===== config.mk =====
export PLATFORM = sky130hd
export DESIGN_NAME = embedded_audio_sample_extractor_unit
export DESIGN_NICKNAME = d
export VERILOG_FILES = /design/src/hw/rtl/eas_pkg.sv /design/src/hw/rtl/eas_cfg_regs.sv /design/src/hw/rtl/eas_in_stage.sv /design/src/hw/rtl/eas_decode.sv /design/src/hw/rtl/eas_out_stage.sv /design/src/hw/rtl/embedded_audio_sample_extractor_unit.sv
export SDC_FILE = /design/constraint.sdc
export NUM_CORES = 1
export LEC_CHECK = 0
export BUFFER_PORTS_ARGS = -buffer_cell sky130_fd_sc_hd__buf_2
export CORE_ASPECT_RATIO = 0.7
export CORE_MARGIN = 5
export CORE_UTILIZATION = 40
export CTS_CLUSTER_DIAMETER = 80
export DETAILED_ROUTE_END_ITERATION = 8
export SKIP_CTS_REPAIR_TIMING = 1
export SLEW_MARGIN = 30
export SYNTH_ARGS = -nofsm -noshare
export SYNTH_HDL_FRONTEND = slang
export SYNTH_SLANG_ARGS = --single-unit

===== constraint.sdc =====
create_clock -name clk_i -period 6.2 [get_ports clk_i]
set_input_delay 0.31 -clock clk_i [delete_from_list [all_inputs] [get_ports clk_i]]
set_output_delay 0.31 -clock clk_i [all_outputs]
set_load 0.01 [all_outputs]

===== src/hw/rtl/eas_pkg.sv =====
// shared types and constants for the embedded audio sample extractor
package eas_pkg;

  // configuration register indexes
  typedef enum logic [1:0] {
    CFG_AUDIO_GROUP  = 2'd0,
    CFG_CHANNEL_PAIR = 2'd1,
    CFG_MAX_SAMPLES  = 2'd2
  } cfg_idx_e;

  // channel pair codes
  localparam logic [1:0] PAIR_CLEAR = 2'd1;
  localparam logic [1:0] PAIR_SET   = 2'd2;

  // configuration reset values
  localparam logic [7:0]  AUDIO_GROUP_RST  = 8'd1;
  localparam logic [1:0]  CHANNEL_PAIR_RST = PAIR_CLEAR;
  localparam logic [15:0] MAX_SAMPLES_RST  = 16'd2048;

  // block number that wraps back to zero
  localparam logic [7:0] BLOCK_WRAP = 8'hff;

  // largest rounded sample
  localparam logic signed [16:0] SAMPLE_POS_OVF = 17'sd32768;
  localparam logic signed [15:0] SAMPLE_POS_MAX = 16'sh7fff;

  typedef struct packed {
    logic [7:0]  audio_group;
    logic [1:0]  channel_pair;
    logic [15:0] max_samples;
  } cfg_t;

  typedef struct packed {
    logic [9:0] word_first;
    logic [9:0] word_second;
    logic [9:0] word_third;
    logic [7:0] packet_group;
    logic [7:0] packet_block;
    logic [7:0] word_count;
    logic       packet_first;
  } item_t;

  typedef struct packed {
    logic               sample_valid;
    logic               right_channel;
    logic [15:0]        sample_index;
    logic               store_enable;
    logic signed [15:0] sample_value;
    logic               block_discontinuity;
    logic               malformed_packet;
  } result_t;

endpackage


===== src/hw/rtl/eas_cfg_regs.sv =====
// configuration registers of the sample extractor
module eas_cfg_regs (
  input  logic                clk_i,
  input  logic                rst_ni,
  input  logic                cfg_valid_i,
  output logic                cfg_ready_o,
  input  logic [1:0]          cfg_index_i,
  input  logic [15:0]         cfg_data_i,
  output eas_pkg::cfg_t       cfg_o
);

  eas_pkg::cfg_t cfg_q, cfg_d;

  assign cfg_ready_o = 1'b1;
  assign cfg_o       = cfg_q;

  // register write decode, unknown indexes are dropped
  always_comb begin
    cfg_d = cfg_q;
    if (cfg_valid_i) begin
      unique case (cfg_index_i)
        eas_pkg::CFG_AUDIO_GROUP:  cfg_d.audio_group  = cfg_data_i[7:0];
        eas_pkg::CFG_CHANNEL_PAIR: cfg_d.channel_pair = cfg_data_i[1:0];
        eas_pkg::CFG_MAX_SAMPLES:  cfg_d.max_samples  = cfg_data_i;
        default:                   cfg_d = cfg_q;
      endcase
    end
  end

  always_ff @(posedge clk_i or negedge rst_ni) begin
    if (!rst_ni) begin
      cfg_q.audio_group  <= eas_pkg::AUDIO_GROUP_RST;
      cfg_q.channel_pair <= eas_pkg::CHANNEL_PAIR_RST;
      cfg_q.max_samples  <= eas_pkg::MAX_SAMPLES_RST;
    end else begin
      cfg_q <= cfg_d;
    end
  end

endmodule


===== src/hw/rtl/eas_in_stage.sv =====
// input register stage holding one sample word
module eas_in_stage (
  input  logic            clk_i,
  input  logic            rst_ni,
  input  logic            in_valid_i,
  output logic            in_ready_o,
  input  eas_pkg::item_t  item_i,
  output logic            stage_valid_o,
  input  logic            stage_ready_i,
  output eas_pkg::item_t  item_o
);

  logic           valid_q, valid_d;
  eas_pkg::item_t item_q;

  // stage can load when empty or when its word moves on
  assign in_ready_o    = !valid_q || stage_ready_i;
  assign stage_valid_o = valid_q;
  assign item_o        = item_q;

  always_comb begin
    valid_d = valid_q;
    if (in_ready_o) begin
      valid_d = in_valid_i;
    end
  end

  always_ff @(posedge clk_i or negedge rst_ni) begin
    if (!rst_ni) begin
      valid_q <= 1'b0;
    end else begin
      valid_q <= valid_d;
    end
  end

  // payload, no reset
  always_ff @(posedge clk_i) begin
    if (in_ready_o && in_valid_i) begin
      item_q <= item_i;
    end
  end

endmodule


===== src/hw/rtl/eas_decode.sv =====
// sample decode, rounding, channel counters and block continuity check
module eas_decode #(
  parameter int unsigned COUNT_BITS = 16
) (
  input  logic             clk_i,
  input  logic             rst_ni,
  input  eas_pkg::cfg_t    cfg_i,
  input  eas_pkg::item_t   item_i,
  input  logic             advance_i,
  output eas_pkg::result_t result_o
);

  localparam int unsigned CmpW = (COUNT_BITS > 16) ? COUNT_BITS : 16;

  logic [COUNT_BITS-1:0] left_q, left_d, right_q, right_d;
  logic [7:0]            last_block_q, last_block_d;

  logic [3:0]            digit_sum;
  logic [2:0]            digit_fold;
  logic                  wc_multiple;
  logic                  group_match;
  logic                  block_check;
  logic                  pair_bit;
  logic                  pair_match;
  logic                  take_sample;
  logic                  is_right;
  logic [19:0]           raw;
  logic signed [20:0]    biased;
  logic signed [20:0]    toward_zero;
  logic signed [16:0]    quot;
  logic signed [15:0]    rounded;
  logic [COUNT_BITS-1:0] idx;
  logic [CmpW-1:0]       idx_ext;
  logic [CmpW-1:0]       max_ext;

  // word count modulo 3 by folding base-4 digits (4 = 1 mod 3)
  always_comb begin
    digit_sum = 4'(item_i.word_count[1:0]) + 4'(item_i.word_count[3:2])
              + 4'(item_i.word_count[5:4]) + 4'(item_i.word_count[7:6]);
    digit_fold  = 3'(digit_sum[1:0]) + 3'(digit_sum[3:2]);
    wc_multiple = (digit_fold == 3'd0) || (digit_fold == 3'd3) || (digit_fold == 3'd6);
  end

  // packet filter and pair select
  always_comb begin
    group_match = wc_multiple && (item_i.packet_group == cfg_i.audio_group);
    block_check = group_match && item_i.packet_first && (item_i.packet_block != 8'd0);
    pair_bit    = item_i.word_first[2];
    pair_match  = (pair_bit && (cfg_i.channel_pair == eas_pkg::PAIR_SET))
               || (!pair_bit && (cfg_i.channel_pair == eas_pkg::PAIR_CLEAR));
    take_sample = group_match && (item_i.word_count != 8'd0) && pair_match;
    is_right    = item_i.word_first[1];
  end

  // gather 20-bit sample, add 8, divide by 16 toward zero, clamp top
  always_comb begin
    raw         = {item_i.word_third[4:0], item_i.word_second[8:0],
                   item_i.word_first[8:4], 1'b0};
    biased      = $signed({raw[19], raw}) + 21'sd8;
    toward_zero = biased[20] ? (biased + 21'sd15) : biased;
    quot        = toward_zero[20:4];
    rounded     = (quot == eas_pkg::SAMPLE_POS_OVF) ? eas_pkg::SAMPLE_POS_MAX
                                                    : quot[15:0];
  end

  // channel position and buffer fit
  always_comb begin
    idx     = is_right ? right_q : left_q;
    idx_ext = CmpW'(idx);
    max_ext = CmpW'(cfg_i.max_samples);
  end

  // result word
  always_comb begin
    result_o = '0;
    if (!wc_multiple) begin
      result_o.malformed_packet = 1'b1;
    end else if (group_match) begin
      result_o.block_discontinuity =
        block_check && ((9'(last_block_q) + 9'd1) != 9'(item_i.packet_block));
      if (take_sample) begin
        result_o.sample_valid  = 1'b1;
        result_o.right_channel = is_right;
        result_o.sample_index  = idx_ext[15:0];
        result_o.store_enable  = idx_ext < max_ext;
        result_o.sample_value  = rounded;
      end
    end
  end

  // state update when the word leaves for the output register
  always_comb begin
    left_d       = left_q;
    right_d      = right_q;
    last_block_d = last_block_q;
    if (advance_i) begin
      if (block_check) begin
        last_block_d = (item_i.packet_block == eas_pkg::BLOCK_WRAP) ? 8'd0
                                                                   : item_i.packet_block;
      end
      if (take_sample && is_right) begin
        right_d = right_q + COUNT_BITS'(1);
      end
      if (take_sample && !is_right) begin
        left_d = left_q + COUNT_BITS'(1);
      end
    end
  end

  always_ff @(posedge clk_i or negedge rst_ni) begin
    if (!rst_ni) begin
      left_q       <= '0;
      right_q      <= '0;
      last_block_q <= '0;
    end else begin
      left_q       <= left_d;
      right_q      <= right_d;
      last_block_q <= last_block_d;
    end
  end

endmodule


===== src/hw/rtl/eas_out_stage.sv =====
// output register holding one result word
module eas_out_stage (
  input  logic              clk_i,
  input  logic              rst_ni,
  input  logic              stage_valid_i,
  output logic              stage_ready_o,
  input  eas_pkg::result_t  result_i,
  output logic              out_valid_o,
  input  logic              out_ready_i,
  output eas_pkg::result_t  result_o
);

  logic             valid_q, valid_d;
  eas_pkg::result_t result_q;

  // loads when empty or when the current word is taken
  assign stage_ready_o = !valid_q || out_ready_i;
  assign out_valid_o   = valid_q;
  assign result_o      = result_q;

  always_comb begin
    valid_d = valid_q;
    if (stage_ready_o) begin
      valid_d = stage_valid_i;
    end
  end

  always_ff @(posedge clk_i or negedge rst_ni) begin
    if (!rst_ni) begin
      valid_q <= 1'b0;
    end else begin
      valid_q <= valid_d;
    end
  end

  // payload, no reset
  always_ff @(posedge clk_i) begin
    if (stage_ready_o && stage_valid_i) begin
      result_q <= result_i;
    end
  end

endmodule


===== src/hw/rtl/embedded_audio_sample_extractor_unit.sv =====
// top level of the embedded audio sample extractor
//
// Takes one three-word audio sample of an ancillary audio packet per word on
// the input channel (in_valid_i / in_ready_o) together with the packet's group,
// block number, word count and first-in-packet flag, and returns exactly one
// result word per input word on the output channel (out_valid_o / out_ready_i).
// Samples of the configured group and channel pair come out rounded to 16 bits
// with their per-channel index and a buffer-fit flag; block number continuity
// is checked on the first word of each packet of that group with a nonzero block.
// A word passes an input register, then decode into the output register.
// One word per cycle unless stalled; the only feedback is the channel counters
// and last block number, updated as a word moves into the output register.
// When the receiver stalls the output register holds its word, the input
// register fills behind it, and in_ready_o drops once both are occupied.
// Reset clears both pipeline valids, the counters and the last block number,
// and loads the configuration registers with their defaults. Configuration is
// written by the user through cfg_valid_i / cfg_index_i / cfg_data_i only while
// the pipeline is empty, unenforced by the block; cfg_ready_o is always high.
module embedded_audio_sample_extractor_unit #(
  parameter int unsigned COUNT_BITS = 16
) (
  input  logic               clk_i,
  input  logic               rst_ni,
  input  logic               cfg_valid_i,
  output logic               cfg_ready_o,
  input  logic [1:0]         cfg_index_i,
  input  logic [15:0]        cfg_data_i,
  input  logic               in_valid_i,
  output logic               in_ready_o,
  input  logic [9:0]         word_first_i,
  input  logic [9:0]         word_second_i,
  input  logic [9:0]         word_third_i,
  input  logic [7:0]         packet_group_i,
  input  logic [7:0]         packet_block_i,
  input  logic [7:0]         word_count_i,
  input  logic               packet_first_i,
  output logic               out_valid_o,
  input  logic               out_ready_i,
  output logic               sample_valid_o,
  output logic               right_channel_o,
  output logic [15:0]        sample_index_o,
  output logic               store_enable_o,
  output logic signed [15:0] sample_value_o,
  output logic               block_discontinuity_o,
  output logic               malformed_packet_o
);

  eas_pkg::cfg_t    cfg;
  eas_pkg::item_t   item_in, item_stage;
  eas_pkg::result_t result_dec, result_out;
  logic             stage_valid, stage_ready;

  // configuration registers
  eas_cfg_regs u_cfg (
    .clk_i       (clk_i),
    .rst_ni      (rst_ni),
    .cfg_valid_i (cfg_valid_i),
    .cfg_ready_o (cfg_ready_o),
    .cfg_index_i (cfg_index_i),
    .cfg_data_i  (cfg_data_i),
    .cfg_o       (cfg)
  );

  // input word packing
  always_comb begin
    item_in.word_first   = word_first_i;
    item_in.word_second  = word_second_i;
    item_in.word_third   = word_third_i;
    item_in.packet_group = packet_group_i;
    item_in.packet_block = packet_block_i;
    item_in.word_count   = word_count_i;
    item_in.packet_first = packet_first_i;
  end

  eas_in_stage u_in (
    .clk_i         (clk_i),
    .rst_ni        (rst_ni),
    .in_valid_i    (in_valid_i),
    .in_ready_o    (in_ready_o),
    .item_i        (item_in),
    .stage_valid_o (stage_valid),
    .stage_ready_i (stage_ready),
    .item_o        (item_stage)
  );

  eas_decode #(
    .COUNT_BITS (COUNT_BITS)
  ) u_dec (
    .clk_i     (clk_i),
    .rst_ni    (rst_ni),
    .cfg_i     (cfg),
    .item_i    (item_stage),
    .advance_i (stage_valid && stage_ready),
    .result_o  (result_dec)
  );

  eas_out_stage u_out (
    .clk_i         (clk_i),
    .rst_ni        (rst_ni),
    .stage_valid_i (stage_valid),
    .stage_ready_o (stage_ready),
    .result_i      (result_dec),
    .out_valid_o   (out_valid_o),
    .out_ready_i   (out_ready_i),
    .result_o      (result_out)
  );

  // result word unpacking
  assign sample_valid_o        = result_out.sample_valid;
  assign right_channel_o       = result_out.right_channel;
  assign sample_index_o        = result_out.sample_index;
  assign store_enable_o        = result_out.store_enable;
  assign sample_value_o        = result_out.sample_value;
  assign block_discontinuity_o = result_out.block_discontinuity;
  assign malformed_packet_o    = result_out.malformed_packet;

endmodule


==> results.json <==
{
  "postRouteAntennaNets": 0,
  "irDropWorstVdd_v": 0.0001639,
  "core-area_mm2": 0.01908,
  "area_delta_synth_final_pct": 18.19,
  "antenna_found_initial": 0,
  "synth_cell_types": 67,
  "hpwl_mm": 13.10,
  "finClkSkew_ns": 0.01220,
  "cts_made_buffers": 17,
  "p_per_area_mw_per_mm2": 286.7,
  "worstPathRequired_ns": 6.55,
  "grt_pass1_vias": 5641,
  "finalCoreUtilization_pct": 48.49,
  "die_y_um": 127.0,
  "worstSetupPathType": "flop to flop",
  "drcViolationCount": 0,
  "slew_viol_final": 0,
  "nNetsFinal": 883,
  "avgSynthCellArea_um2": 11.68,
  "syn-cell-area_mm2": 0.007826,
  "power.switching_w": 0.0006698,
  "wirelength_mm": 17.53,
  "grt-ovfl-total": 0,
  "cts_buffer_depth": 2,
  "drive_above_1_share_pct": 26.24,
  "grt_pass1_wl_mm": 28.65,
  "clock_power_share_pct": 41.7,
  "ys_warn_count": 0,
  "synth_fp_nets": 777,
  "final_cell_mix": "107 x buf_2, 83 x edfxtp_1, 65 x dfrtp_1",
  "synthFlopType": "edfxtp_1",
  "intPower_w": 0.001982,
  "rsz0062_at_grt": "no",
  "crit_path_start_kind": "flop",
  "synth-seq-cells": 151,
  "switching_share_pct": 25.26,
  "routedWlPerCell_um": 16.64,
  "cts_tree": "done",
  "synthesis.instances": 670,
  "crit_path_end_kind": "flop",
  "seq_power_share_pct": 45.7,
  "vias": 5477,
  "place.gp.congestion": 0.9057,
  "async_flop_share_pct": 45.03,
  "hold_path.class": "input pin to async pin",
  "seq_area_mm2": 0.004198,
  "path_clk_slew_ns": 0.06,
  "n_antenna_cell": 0,
  "place_area_mm2": 0.008603,
  "htree_levels": 4,
  "layout_commonest_cell": "buf_2",
  "synth_edf_count": 83,
  "fin_tns_setup_ns": 0,
  "post-route-period-util_pct": 85.84,
  "violations": "negative hold slack",
  "setup_viol": 0,
  "crit_path_max_fanout": 20,
  "cellLeakagePower_nw": 3.914,
  "pwr-share-comb_pct": 12.6,
  "io_pins": 118,
  "io_buffer_count": 107,
  "root_buffer": "clkbuf_16",
  "start_util_pct": 41.03,
  "finalInstanceArea_mm2": 0.009250,
  "clk_latency_ns": 0.43,
  "final-hold-violation-count": 15,
  "nFillCells": 1741,
  "tightestPinTransition_ns": 0.8682,
  "worstPathArrival_ns": 5.67,
  "hold_ws_ns": -0.01215,
  "rows": 42,
  "multiInputGateArea_mm2": 0.003341,
  "grt_start_max_net_pins": 69,
  "cts.sink_count": 151,
  "max_slew_margin_pct": 41.91,
  "vias_per_cell": 5.201,
  "dr.pass1.iters": 5,
  "dieArea_mm2": 0.02251,
  "yosysSeqAreaShare_pct": 53.64,
  "drtIter0Drc": 407,
  "clock.fmax_mhz": 187.9,
  "die_w_um": 177.2,
  "fin_crit_ns": 5.322,
  "dp_slack_ns": 0.8514,
  "grt_use_total_pct": 16.07,
  "max_cap_violations": 0,
  "setup_ws_ns": 0.8780,
  "status": "finished, violations left"
}
[registers in the layout, summed over array words and instances, names as in the netlist]
register	flops
u_dec.left_q	16
u_cfg.cfg_o	26
u_in.item_o	46
u_out.result_o	37
u_out.out_valid_o	1
u_dec.last_block_q	8
u_in.stage_valid_o	1
u_dec.right_q	16
[path summary, 6_finish.rpt]
kind | slack (ns) | endpoint | cells past startpoint | from
max in group asynchronous | 5.77 | u_dec.right_q[0]$_DFFE_PN0P_ | 2 | rst_ni
min in group clk_i | 0.06 | u_in.item_o[49]$_DFFE_PP_ | 1 | word_first_i[4]
worst min-delay path | -0.01 | u_cfg.cfg_o[13]$_DFFE_PN0P_ | 2 | rst_ni
worst max register to register | 0.88 | u_dec.right_q[15]$_DFFE_PN0P_ | 21 | u_in.item_o[1]$_DFFE_PP_
worst max-delay path | 0.88 | u_dec.right_q[15]$_DFFE_PN0P_ | 21 | u_in.item_o[1]$_DFFE_PP_
worst min register to register | 0.47 | u_dec.right_q[15]$_DFFE_PN0P_ | 1 | u_dec.right_q[15]$_DFFE_PN0P_
[cells by family after synthesis]
kind of cell	Yosys count	synth area share [%]
xor+xnor	73	8.169
flops	151	53.64
mux	43	6.171
other cells	1	0.04792
compound gates	92	7.930
simple gates	212	15.16
fa+ha+maj	29	5.116
buf+inv	69	3.773
[worst max-delay path, cell delays in order (launching register included)]
cell	delay, ns
edfxtp_1	0.39
ha_1	0.22
fa_1	0.47
inv_1	0.05
fa_1	0.47
inv_1	0.04
ha_1	0.18
inv_1	0.06
fa_1	0.41
inv_1	0.07
ha_1	0.13
inv_1	0.05
fa_1	0.46
xor2_1	0.16
o21ai_0	0.29
nand4_1	0.22
buf_4	0.28
or2_2	0.32
nor3_1	0.36
nand2_1	0.21
nor3_1	0.22
xor2_1	0.17
[stage by stage]
| step | cells | total power (W) |
|---|---|---|
| 2_1_floorplan | 670 | 0.001449 |
| 3_3_place_gp | 1021 | 0.001550 |
| 3_5_place_dp | 1021 | 0.001570 |
| 4_1_cts | 1053 | 0.002681 |
| 5_1_grt | 1053 | 0.002785 |
| 6_report | 1053 | 0.002652 |
[synthesized netlist by cell type (6+ instances only)]
cell	number	share of area [%]
nand3_1	24	1.5
xnor2_1	42	4.7
dfrtp_1	65	21
clkbuf_1	10	0.48
nor2b_1	16	1.3
edfxtp_1	83	32
o21ai_0	25	1.6
nor3_1	15	0.96
a21boi_0	6	0.58
nor2_1	35	1.7
nand2_1	39	1.9
inv_1	45	2.2
o21a_1	6	0.58
nand4_1	17	1.4
a21oi_1	15	0.96
o211ai_1	6	0.58
xor2_1	31	3.5
nor4_1	10	0.80
ha_1	24	3.8
nand2b_1	7	0.56
mux2_2	42	6.0
and3_1	11	0.88
nand3b_1	7	0.67
o21ai_2	7	0.78
[layout make-up]
class | instances | area share, %
Sequential cell | 151 | 45.38
Multi-Input combinational cell | 450 | 36.12
Timing Repair Buffer | 111 | 6.154
Clock buffer | 21 | 5.559
Tap cell | 264 | 3.571
Inverter | 45 | 1.826
Clock inverter | 11 | 1.393
[power groups by stage]
stage / clock network [W] / registers (W) / logic [W]
2_1_floorplan: 0 / 0.00121 / 0.000234
3_3_place_gp: 0 / 0.00123 / 0.000323
3_5_place_dp: 0 / 0.00123 / 0.000339
4_1_cts: 0.00113 / 0.00121 / 0.000339
5_1_grt: 0.00118 / 0.00122 / 0.000384
6_report: 0.00111 / 0.00121 / 0.000335
[routing by layer]
metal / track usage [%] / part of all wire [%]
met5: 0 / 0
met4: 4.593 / 0.88
met3: 4.341 / 5.8
met2: 23.24 / 43
met1: 23.82 / 50
No activity file was read; power rests on OpenSTA's default activity.
